==> src/descending_sorted_list_insert_macros.svh <==
// Assertion macros for the descending sorted list insert block.
// Included by files that carry concurrent checks; define ASSERT_OFF to drop them.
`ifndef DESCENDING_SORTED_LIST_INSERT_MACROS_SVH
`define DESCENDING_SORTED_LIST_INSERT_MACROS_SVH

`ifndef ASSERT_OFF
// same-cycle implication
`define DSLI_ASSERT_IMPL(label, clk, rst_n, ante, cons) \
    label: assert property (@(posedge clk) disable iff (!rst_n) (ante) |-> (cons)) \
        else $error("dsli assertion failed");
// next-cycle implication
`define DSLI_ASSERT_NEXT(label, clk, rst_n, ante, cons) \
    label: assert property (@(posedge clk) disable iff (!rst_n) (ante) |=> (cons)) \
        else $error("dsli assertion failed");
`else
`define DSLI_ASSERT_IMPL(label, clk, rst_n, ante, cons)
`define DSLI_ASSERT_NEXT(label, clk, rst_n, ante, cons)
`endif

`endif

==> src/dsli_pkg.sv <==
// Shared constants for the descending sorted list insert block.
// No dependencies; used by the interfaces and the top level.
`default_nettype none

package dsli_pkg;

    localparam int CAPACITY_DEF   = 16;
    localparam int DATA_WIDTH_DEF = 32;

    // fixed result field widths
    localparam int OUT_VALUE_W = 32;
    localparam int OUT_INDEX_W = 4;

endpackage

`default_nettype wire

==> src/dsli_if.sv <==
// Valid/ready channel interfaces for input values and list results.
// Depends on dsli_pkg.
`default_nettype none

interface dsli_in_if #(
    parameter int DATA_WIDTH = dsli_pkg::DATA_WIDTH_DEF
);
    logic                         valid;
    logic                         ready;
    logic signed [DATA_WIDTH-1:0] value;

    modport source (output valid, output value, input ready);
    modport sink   (input valid, input value, output ready);
endinterface

interface dsli_out_if;
    import dsli_pkg::*;

    logic                          valid;
    logic                          ready;
    logic signed [OUT_VALUE_W-1:0] element_value;
    logic [OUT_INDEX_W-1:0]        element_index;
    logic                          last;
    logic                          dropped;

    modport source (output valid, output element_value, output element_index,
                    output last, output dropped, input ready);
    modport sink   (input valid, input element_value, input element_index,
                    input last, input dropped, output ready);
endinterface

`default_nettype wire

==> src/dsli_ram.sv <==
// Generic simple dual-port RAM: one write port, one registered read port.
// No dependencies.
`default_nettype none

module dsli_ram #(
    parameter int WIDTH = 32,
    parameter int DEPTH = 16
) (
    input  wire logic                     clk,
    input  wire logic                     we,
    input  wire logic [$clog2(DEPTH)-1:0] waddr,
    input  wire logic [WIDTH-1:0]         wdata,
    input  wire logic                     re,
    input  wire logic [$clog2(DEPTH)-1:0] raddr,
    output logic      [WIDTH-1:0]         rdata
);

    logic [WIDTH-1:0] mem [DEPTH];
    logic [WIDTH-1:0] rdata_reg;

    always_ff @(posedge clk)
    begin
        if (we)
        begin
            mem[waddr] <= wdata;
        end
        // read data holds while re is low
        if (re)
        begin
            rdata_reg <= mem[raddr];
        end
    end

    assign rdata = rdata_reg;

endmodule

`default_nettype wire

==> src/descending_sorted_list_insert.sv <==
// Descending sorted list insert: top level. Depends on dsli_pkg, dsli_if, dsli_ram.
// Each input transaction goes through ST_LOAD, then ST_PROC, which registers results at one
// per cycle unless result.ready stalls the output. A new item waits until the pass ends,
// a pass over the list RAM's single read port through one shared compare unit.
// Reset (rst_n, async, active low) empties the list; RAM contents stay unset.
`default_nettype none
`include "descending_sorted_list_insert_macros.svh"

module descending_sorted_list_insert #(
    parameter int CAPACITY   = dsli_pkg::CAPACITY_DEF,
    parameter int DATA_WIDTH = dsli_pkg::DATA_WIDTH_DEF
) (
    input wire logic  clk,
    input wire logic  rst_n,
    dsli_in_if.sink   item,
    dsli_out_if.source result
);
    import dsli_pkg::*;

    localparam int IDX_W = $clog2(CAPACITY);
    localparam int CNT_W = $clog2(CAPACITY + 1);

    typedef enum logic [2:0] {
        ST_IDLE = 3'b001,
        ST_LOAD = 3'b010,
        ST_PROC = 3'b100
    } state_t;

    state_t                       state_reg, state_next;
    logic [CNT_W-1:0]             count_reg, count_next;
    logic [IDX_W-1:0]             idx_reg, idx_next;
    logic [IDX_W-1:0]             last_idx_reg, last_idx_next;
    logic                         drop_reg, drop_next;
    logic                         inserted_reg, inserted_next;
    logic signed [DATA_WIDTH-1:0] value_reg, value_next;
    logic signed [DATA_WIDTH-1:0] carry_reg, carry_next;
    logic                         out_valid_reg, out_valid_next;
    logic [OUT_VALUE_W-1:0]       out_value_reg, out_value_next;
    logic [OUT_INDEX_W-1:0]       out_index_reg, out_index_next;
    logic                         out_last_reg, out_last_next;
    logic                         out_drop_reg, out_drop_next;

    logic                         ram_we;
    logic [IDX_W-1:0]             ram_raddr;
    logic                         ram_re;
    logic [DATA_WIDTH-1:0]        ram_rdata;
    logic signed [DATA_WIDTH-1:0] elem;
    logic signed [DATA_WIDTH-1:0] emit_val;
    logic                         step;
    logic                         is_end;
    logic                         lt;
    logic [OUT_VALUE_W+DATA_WIDTH-1:0] value_ext;
    logic [OUT_INDEX_W+IDX_W-1:0]      index_ext;

    dsli_ram #(
        .WIDTH (DATA_WIDTH),
        .DEPTH (CAPACITY)
    ) u_ram (
        .clk   (clk),
        .we    (ram_we),
        .waddr (idx_reg),
        .wdata (emit_val),
        .re    (ram_re),
        .raddr (ram_raddr),
        .rdata (ram_rdata)
    );

    assign elem   = $signed(ram_rdata);
    assign step   = (state_reg == ST_PROC) && (!out_valid_reg || result.ready);
    assign is_end = (idx_reg == last_idx_reg);
    // the one compare unit: new value ranks above the stored entry
    assign lt     = (elem < value_reg);

    always_comb
    begin
        emit_val      = elem;
        ram_we        = 1'b0;
        carry_next    = carry_reg;
        inserted_next = inserted_reg;
        if (!drop_reg)
        begin
            if (is_end)
            begin
                // slot past the old tail
                emit_val = inserted_reg ? carry_reg : value_reg;
                ram_we   = step;
            end
            else if (inserted_reg)
            begin
                emit_val   = carry_reg;
                ram_we     = step;
                carry_next = step ? elem : carry_reg;
            end
            else if (lt)
            begin
                emit_val      = value_reg;
                ram_we        = step;
                carry_next    = step ? elem : carry_reg;
                inserted_next = inserted_reg | step;
            end
        end
    end

    assign value_ext = {{OUT_VALUE_W{1'b0}}, emit_val};
    assign index_ext = {{OUT_INDEX_W{1'b0}}, idx_reg};

    always_comb
    begin
        state_next     = state_reg;
        count_next     = count_reg;
        idx_next       = idx_reg;
        last_idx_next  = last_idx_reg;
        drop_next      = drop_reg;
        value_next     = value_reg;
        ram_re         = 1'b0;
        ram_raddr      = idx_reg + IDX_W'(1);
        out_valid_next = out_valid_reg && !result.ready;
        out_value_next = out_value_reg;
        out_index_next = out_index_reg;
        out_last_next  = out_last_reg;
        out_drop_next  = out_drop_reg;

        unique case (state_reg)
            ST_IDLE:
            begin
                if (item.valid)
                begin
                    value_next = item.value;
                    idx_next   = '0;
                    if (count_reg == CNT_W'(CAPACITY))
                    begin
                        drop_next     = 1'b1;
                        last_idx_next = IDX_W'(CAPACITY - 1);
                    end
                    else
                    begin
                        drop_next     = 1'b0;
                        last_idx_next = count_reg[IDX_W-1:0];
                    end
                    state_next = ST_LOAD;
                end
            end
            ST_LOAD:
            begin
                ram_re     = 1'b1;
                ram_raddr  = '0;
                state_next = ST_PROC;
            end
            ST_PROC:
            begin
                if (step)
                begin
                    out_valid_next = 1'b1;
                    out_value_next = value_ext[OUT_VALUE_W-1:0];
                    out_index_next = index_ext[OUT_INDEX_W-1:0];
                    out_last_next  = is_end;
                    out_drop_next  = drop_reg;
                    idx_next       = idx_reg + IDX_W'(1);
                    if (is_end)
                    begin
                        if (!drop_reg)
                        begin
                            count_next = count_reg + CNT_W'(1);
                        end
                        state_next = ST_IDLE;
                    end
                    else
                    begin
                        ram_re = 1'b1;
                    end
                end
            end
            default:
            begin
                state_next = ST_IDLE;
            end
        endcase
    end

    always_ff @(posedge clk or negedge rst_n)
    begin
        if (!rst_n)
        begin
            state_reg     <= ST_IDLE;
            count_reg     <= '0;
            idx_reg       <= '0;
            last_idx_reg  <= '0;
            drop_reg      <= 1'b0;
            inserted_reg  <= 1'b0;
            out_valid_reg <= 1'b0;
        end
        else
        begin
            state_reg     <= state_next;
            count_reg     <= count_next;
            idx_reg       <= idx_next;
            last_idx_reg  <= last_idx_next;
            drop_reg      <= drop_next;
            // fresh pass starts with nothing inserted
            inserted_reg  <= (state_reg == ST_IDLE) ? 1'b0 : inserted_next;
            out_valid_reg <= out_valid_next;
        end
    end

    always_ff @(posedge clk)
    begin
        value_reg     <= value_next;
        carry_reg     <= carry_next;
        out_value_reg <= out_value_next;
        out_index_reg <= out_index_next;
        out_last_reg  <= out_last_next;
        out_drop_reg  <= out_drop_next;
    end

    assign item.ready           = (state_reg == ST_IDLE);
    assign result.valid         = out_valid_reg;
    assign result.element_value = out_value_reg;
    assign result.element_index = out_index_reg;
    assign result.last          = out_last_reg;
    assign result.dropped       = out_drop_reg;

    `DSLI_ASSERT_IMPL(a_count_bound, clk, rst_n, 1'b1, count_reg <= CNT_W'(CAPACITY))
    `DSLI_ASSERT_IMPL(a_drop_full, clk, rst_n, result.valid && result.dropped,
                      count_reg == CNT_W'(CAPACITY))
    `DSLI_ASSERT_NEXT(a_count_inc, clk, rst_n, step && is_end && !drop_reg,
                      count_reg == CNT_W'($past(count_reg) + CNT_W'(1)))

endmodule

`default_nettype wire
==> src/flat_wrapper.sv <==
// flat-port wrapper written by rule: the top's interface ports become plain ports
module descending_sorted_list_insert_flat import dsli_pkg::*;
#(
    parameter int CAPACITY   = dsli_pkg::CAPACITY_DEF,
    parameter int DATA_WIDTH = dsli_pkg::DATA_WIDTH_DEF
)
  (clk, rst_n, item_valid, item_value, item_ready, result_valid, result_element_value, result_element_index, result_last, result_dropped, result_ready);
  dsli_in_if #(.DATA_WIDTH(DATA_WIDTH)) item_i ();
  dsli_out_if result_i ();
  input wire logic clk;
  input wire logic rst_n;
  input wire logic [$bits(item_i.valid)-1:0] item_valid;
  input wire logic [$bits(item_i.value)-1:0] item_value;
  output wire logic [$bits(item_i.ready)-1:0] item_ready;
  output wire logic [$bits(result_i.valid)-1:0] result_valid;
  output wire logic [$bits(result_i.element_value)-1:0] result_element_value;
  output wire logic [$bits(result_i.element_index)-1:0] result_element_index;
  output wire logic [$bits(result_i.last)-1:0] result_last;
  output wire logic [$bits(result_i.dropped)-1:0] result_dropped;
  input wire logic [$bits(result_i.ready)-1:0] result_ready;
  assign item_i.valid = item_valid;
  assign item_i.value = item_value;
  assign item_ready = item_i.ready;
  assign result_valid = result_i.valid;
  assign result_element_value = result_i.element_value;
  assign result_element_index = result_i.element_index;
  assign result_last = result_i.last;
  assign result_dropped = result_i.dropped;
  assign result_i.ready = result_ready;
  descending_sorted_list_insert #(.CAPACITY(CAPACITY), .DATA_WIDTH(DATA_WIDTH)) u_core (.clk(clk), .rst_n(rst_n), .item(item_i), .result(result_i));
endmodule
==> config.mk <==
export PLATFORM = sky130hd
export DESIGN_NAME = descending_sorted_list_insert_flat
export DESIGN_NICKNAME = d
export VERILOG_FILES = /design/src/dsli_pkg.sv /design/src/dsli_if.sv /design/src/dsli_ram.sv /design/src/descending_sorted_list_insert.sv /design/src/flat_wrapper.sv
export VERILOG_INCLUDE_DIRS = /design/src /design/src/src
export SDC_FILE = /design/constraint.sdc
export NUM_CORES = 1
export LEC_CHECK = 0
export CAP_MARGIN = 20
export CORE_MARGIN = 10
export CORE_UTILIZATION = 35
export DETAILED_ROUTE_END_ITERATION = 7
export DONT_BUFFER_PORTS = 1
export PLACE_DENSITY = 0.53
export SLEW_MARGIN = 20
export SYNTH_ARGS = -nofsm -noshare
export SYNTH_HDL_FRONTEND = slang
export SYNTH_SLANG_ARGS = --single-unit
==> constraint.sdc <==
create_clock -name clk -period 4.5 [get_ports clk]
set_input_delay 0.225 -clock clk [delete_from_list [all_inputs] [get_ports clk]]
set_output_delay 0.225 -clock clk [all_outputs]
set_load 0.01 [all_outputs]
==> results of run 1 <==
-- power by group --
part / internal (mW) / switching, mW / total [mW]
clock: 3.32 / 2.38 / 5.71
combinational: 2.26 / 4.66 / 6.92
sequential: 8.59 / 0.278 / 8.87
total: 14.2 / 7.32 / 21.5
-- worst min-delay path by stage --
stage                     slack [ns]                   to         start  cells past startpoint
final                           0.06  u_core.state_reg[0]  result_ready                      4
after global routing            0.08  u_core.state_reg[0]  result_ready                      4
after CTS                       0.03  u_core.state_reg[0]  result_ready                      4
after detailed placement       -0.07  u_core.count_reg[0]         rst_n                      0
after global placement         -0.07    u_core.idx_reg[0]         rst_n                      0
after floorplan                -0.07  u_core.count_reg[0]         rst_n                      0
-- cells by family after synthesis --
kind of cell             after synthesis  synth area share [%]
flip-flops                           665                  72.3
AO/OA/AOI/OAI                        400                  10.5
AND/OR/NAND/NOR                      306                  5.08
buffers and inverters                182                  2.79
multiplexers                         161                  7.32
adder cells (fa/ha/maj)               37                  1.68
XOR/XNOR                              10                 0.319
-- worst max-delay path, cell delays in order (launching register included) --
cell and delay, ns:
edfxtp_1 0.45, ha_1 0.36, nand4_1 0.18, inv_1 0.07, a221oi_2 0.32, nor2_1 0.14, o31ai_4 0.45, o311ai_2 0.29
nor2_4 0.93, buf_4 0.35
-- what timing repair did --
action,4_1_cts,5_1_grt
gates resized for setup,0,0
hold buffers,35,0
endpoints found under the hold margin,54,0
-- routing by layer --
layer	vias to the layer above	wire, µm
met1	8065	32600
li1	7067	-
met4	0	1180
met2	377	32800
met3	81	3890
met5	-	0
-- layout make-up --
class | count | area (µm²)
antenna | 1 | 2.50
clock buffer | 93 | 1930
clock inverter | 38 | 322
fill | 7060 | 45600
inverter | 69 | 259
multi-input combinational | 914 | 7050
sequential | 665 | 19900
tap | 1040 | 1300
timing repair buffer | 117 | 1230
-- per-stage QoR --
step	hold WS [ns]	utilization, %	instances	area, µm²	worst slack (ns)
global route	0.0828	41.2	2937	32000	0.338
CTS	0.0287	41.2	2936	32000	0.525
global placement	-0.0696	37.6	2761	29200	0.573
detailed placement	-0.0696	37.9	2770	29400	0.564
finish	0.0560	41.2	2937	32000	0.619
floorplan	-0.0706	-	1761	27500	0.445
-- cells in the final DEF, fill, tap and decap left out, types with 34 or more instances in the layout --
cell and n:
nor2b_1 65, ha_1 37, inv_1 68, nor2_1 43, a211oi_1 97, buf_4 63, edfxtp_1 646, nand2_1 150
mux2i_1 128, dlygate4sd3_1 35, a221oi_1 43, clkbuf_16 74, a21oi_1 106, o21ai_1 34
==> results_dict.tcl, run 1 <==
set metrics [dict create \
    dp_hpwl_mm 42.4 \
    synthCells 1761 \
    wire_per_inst_um 24.0 \
    hold_viol_final 0 \
    met2_usage_pct 24.2 \
    r2r_start "u_core.u_ram.rdata[27]" \
    syn_area_mm2 0.0275 \
    viasPerCell 5.31 \
    rsz0062_at_grt "false" \
    tns_ns 0 \
    first_pass_iters 5 \
    seq_area_frac_synth_pct 72.3 \
    cts_setup_buffers 0 \
    start_util_pct 35.4 \
    final_layout_size_suffix_gt1_share_pct 14.3 \
    drt-initial-drc-count 1341 \
    layout.nets 1911 \
    cp.required_ns 4.79 \
    startpoint "u_core.u_ram.rdata[27]" \
    io_buffers 0 \
    syn_to_final_growth_pct 16.4 \
    worst_setup_path_start_kind "register" \
    status "finished clean" \
    p_per_area_mw_per_mm2 672 \
    critPathCaptureType "register" \
    cts_max_level 3 \
    cts_buffer_depth 3 \
    cts_tree "built" \
    drv_cap 0 \
    grt_pass1_vias 15500 \
    synth.avg_cell_area_um2 15.6 \
    setup_viol 0 \
    core_area_mm2 0.0776 \
    die-area_mm2 0.0902 \
    period_share_pct 86.3 \
    synth_top_cell_by_area "edfxtp_1" \
    die_h_um 300 \
    gr-usage-all-layers_pct 15.5 \
    antenna_found_initial 2 \
    grt_pass1_wl_mm 105 \
    post-layout-total-power_mw 21.5 \
    cp-endpoint "u_core.u_ram.mem[15][3]" \
    worstPathArrival_ns 4.17 \
    power.leakage_nw 10.3 \
    clkTransAtPathRegs_ns 0.06 \
    overflow 0 \
    tightestPinTransition_ns 1.08 \
    cts_root_buf "clkbuf_16" \
    ys_seq_elements 665 \
    holdCritPathClass "input port to register" \
    drv_slew 0 \
    vias 15600 \
    path_class "register to register" \
    fin_crit_ns 3.88 \
    largest_reg_flops 512 \
    fp-row-count 102 \
    grt.met1_usage_pct 21.8 \
    clk_latency_ns 0.61 \
    die_w_um 300 \
    grt_busiest_layer "met2" \
    gr-usage-met3_pct 2.89 \
    syn-num-nets 1834 \
    grt_max_degree 136 \
    yosys_warnings 0 \
    yosysMostFrequentCell "edfxtp_1" \
    critPathMaxFanout 24 \
    synth.area.top_cells "edfxtp_1, mux2i_1, a211oi_1" \
    synth_cell_types 50 \
    postRouteAntennaNets 0 \
    max_flop_register "u_core.u_ram.mem" \
    r2r_end "u_core.u_ram.mem[15][3]" \
    cts.sinks 665 \
    routed_wl_mm 70.5 \
    r2r_setup_slack_ns 0.62 \
    async_flop_share_pct 2.86 \
    synth_edf_count 646 \
    synth_top_area_share_pct 70.6 \
    fmax_mhz 258 \
    cts_buffers 71 \
    skew_ns 0.0194 \
    synth-main-ff-cell "edfxtp_1" \
    ios 76 \
    place_congestion 0.773 \
    drc 0 \
    r2r_cells 9 \
    relSlewSlack_pct 27.9 \
    yosys-top-cells-count "edfxtp_1, nand2_1, mux2i_1" \
    ir_drop_v 0.000329 \
]
Note: power is estimated with default switching activity, not from simulation.
==> inputs of run 2 (changes only) <==
ABC_AREA = 1   (was default)
CORE_ASPECT_RATIO = 0.7   (was default)
==> run 2 against run 1 <==
Net effect:
- synthesized cell count increased by 22%
- routed wire length grew 14%
- critical path depth grew 5
- largest cell class unchanged
- largest power group unchanged
==> results_dict.tcl, run 2 <==
set metrics [dict create \
    synth_cell_types 38 \
    wire_per_inst_um 24.6 \
    fp-row-count 85 \
    vias 17800 \
    overflow 0 \
    holdCritPathClass "input port to asynchronous set/reset pin" \
    cts.sinks 665 \
    io_buffers 0 \
    dp.cells 3137 \
    fin_area_mm2 0.0313 \
    worstPathArrival_ns 3.97 \
    clk_latency_ns 0.65 \
    viasPerCell 5.44 \
    largest_reg_flops 512 \
    die_h_um 254 \
    seq_area_frac_synth_pct 72.8 \
    max_flop_register "u_core.u_ram.mem" \
    async_flop_share_pct 2.86 \
    synth.area.mux_share_pct 0 \
    synth-compound-area-share_pct 9.22 \
    gr-usage-all-layers_pct 17.4 \
    synth_xor_area_share_pct 0.257 \
    drc 0 \
    critPathCaptureType "register" \
    cts_max_level 2 \
    drv_cap 0 \
    instances_no_fill 3283 \
    clock_power_share_pct 25.3 \
    relSlewSlack_pct 41.4 \
    syn-num-nets 2227 \
    power.leakage_nw 10.7 \
    synth_top_cell_by_area "edfxtp_1" \
    path_class "register to register" \
    cts_tree "built" \
    ios 76 \
    cp.required_ns 4.76 \
    synth-main-ff-cell "edfxtp_1" \
    setup_viol 0 \
    routed_wl_mm 80.6 \
    place_area_mm2 0.0289 \
    clkTransAtPathRegs_ns 0.07 \
    final_cell_mix "edfxtp_1, nor2_1, nand3_1" \
    synth_edf_count 646 \
    ctsResizeCount 0 \
    grt_pass1_vias 17200 \
    synth-simple-area-share_pct 12.5 \
    cts_root_buf "clkbuf_16" \
    final_common_cell "edfxtp_1" \
    synthAdderAreaFrac_pct 1.70 \
    antenna_found_initial 0 \
    tightestPinTransition_ns 0.876 \
    r2r_setup_slack_ns 0.79 \
    yosysMostFrequentCell "edfxtp_1" \
    place_congestion 0.832 \
    grt_max_degree 106 \
    start_util_pct 35.4 \
    synth.avg_cell_area_um2 12.7 \
    first_pass_iters 7 \
    status "finished clean" \
    p_per_area_mw_per_mm2 670 \
    layout.nets 2264 \
    synthCells 2154 \
    fmax_mhz 270 \
    ir_drop_v 0.000432 \
    period_share_pct 82.4 \
    power_frac_comb_pct 33.5 \
    cts_buffers 61 \
    post-layout-total-power_mw 21.0 \
    synth_top_area_share_pct 71.1 \
    yosys_warnings 0 \
    dp_hpwl_mm 43.9 \
    synth.area.top_cells "edfxtp_1, nor2_1, o311ai_0" \
    die-area_mm2 0.0898 \
    final_layout_size_suffix_gt1_share_pct 10.0 \
    cts_buffer_depth 3 \
    r2r_cells 14 \
    core_area_mm2 0.0771 \
    syn_to_final_growth_pct 14.7 \
    postRouteAntennaNets 0 \
    rsz0062_at_grt "false" \
    diodes 0 \
    ys_seq_elements 665 \
    die_w_um 354 \
    fin_crit_ns 3.71 \
    drv_slew 0 \
    tns_ns 0 \
    r2r_start "u_core.u_ram.rdata[17]" \
    switching_share_pct 36.8 \
    synth_top_family_by_area "simple AND/OR/NAND/NOR gates" \
    p_sw_mw 7.72 \
    hold_viol_final 0 \
    worst_setup_path_start_kind "register" \
    internal_power_mw 13.3 \
    drt-initial-drc-count 1972 \
    grt_pass1_wl_mm 118 \
    r2r_end "u_core.u_ram.mem[4][31]" \
    seqPwrFrac_pct 41.2 \
    skew_ns 0.0278 \
    syn_area_mm2 0.0273 \
    critPathMaxFanout 32 \
    yosys-top-cells-count "edfxtp_1, nor2_1, nand3_1" \
]
run 2: cell types whose count changed after synthesis, moves of 58 or more:
cell,previous run,this run
a211oi_1,97,31
a21oi_1,107,49
mux2i_1,128,0
nand2_1,152,79
nand3_1,4,150
nor2_1,58,560
nor2b_1,65,0
o21ai_0,15,135
o311ai_0,1,90
run 2: layout make-up:
type                            count  area (µm²)
Inverter                           98         375
Multi-Input combinational cell   1256        6710
Clock buffer                       68        1600
Fill cell                        7189       45800
Tap cell                         1044        1310
Timing Repair Buffer              109        1030
Clock inverter                     43         412
Sequential cell                   665       19900
run 2: how the worst max path moves through the flow:
stage / slack, ns / cells past startpoint / end / start
2_1_floorplan: 0.43 / 7 / u_core.u_ram.mem[0][0] / u_core.state_reg[1]
3_3_place_gp: 0.71 / 11 / u_core.result.element_value[13] / u_core.u_ram.rdata[21]
3_5_place_dp: 0.85 / 14 / u_core.u_ram.mem[7][0] / u_core.u_ram.rdata[21]
4_1_cts: 0.84 / 14 / u_core.u_ram.mem[0][0] / u_core.u_ram.rdata[21]
5_1_grt: 0.55 / 14 / u_core.u_ram.mem[4][31] / u_core.u_ram.rdata[21]
6_report: 0.79 / 14 / u_core.u_ram.mem[4][31] / u_core.u_ram.rdata[17]
run 2: per-stage QoR:
step | hold WS, ns | utilization, % | setup slack [ns]
final | 0.131 | 40.6 | 0.794
after global routing | 0.178 | 40.6 | 0.545
after CTS | 0.151 | 40.6 | 0.835
after detailed placement | -0.0691 | 37.5 | 0.853
after global placement | -0.0689 | 37.4 | 0.712
after floorplan | -0.0706 | - | 0.429
run 2: cell families (layout without fill, tap and decap cells):
logic type | count (synthesis) | after routing
simple gates | 835 | 835
flops | 665 | 665
compound gates | 376 | 376
buf+inv | 233 | 318
fa+ha+maj | 37 | 37
xor+xnor | 8 | 8
run 2: metal layers:
layer  GRT usage [%]  vias to the layer above  part of all wire, %
li1                -                     7978                    -
met5               0                        -                    0
met2            26.7                      759                   44
met4            4.66                        0                  2.3
met3            3.17                      123                  8.0
met1            25.2                     8987                   46
run 2: power groups by stage:
stage          Sequential (mW)  Combinational [mW]  Clock, mW
2_1_floorplan             8.71                4.25          0
3_3_place_gp              8.78                6.80          0
3_5_place_dp              8.78                6.94          0
4_1_cts                   8.65                7.01       5.40
5_1_grt                   8.66                7.75       5.66
6_report                  8.64                7.03       5.30
run 2: timing repair:
| action | CTS | global route |
|---|---|---|
| buffers inserted | 0 | 0 |
| hold buffers | 35 | 0 |
| hold endpoints to repair | 58 | 0 |
run 2: worst max-delay path, cell delays in order (launching register included):
cell and delay [ns]:
edfxtp_1 0.44, ha_1 0.34, a21oi_1 0.21, o21ai_1 0.08, nand2_1 0.07, nand3_1 0.13, a21oi_2 0.24, nand2_1 0.13
nand2_1 0.10, buf_4 0.22, nand2_1 0.09, nand3_1 0.16, nand3_1 0.34, nor2_4 0.16, buf_4 0.58
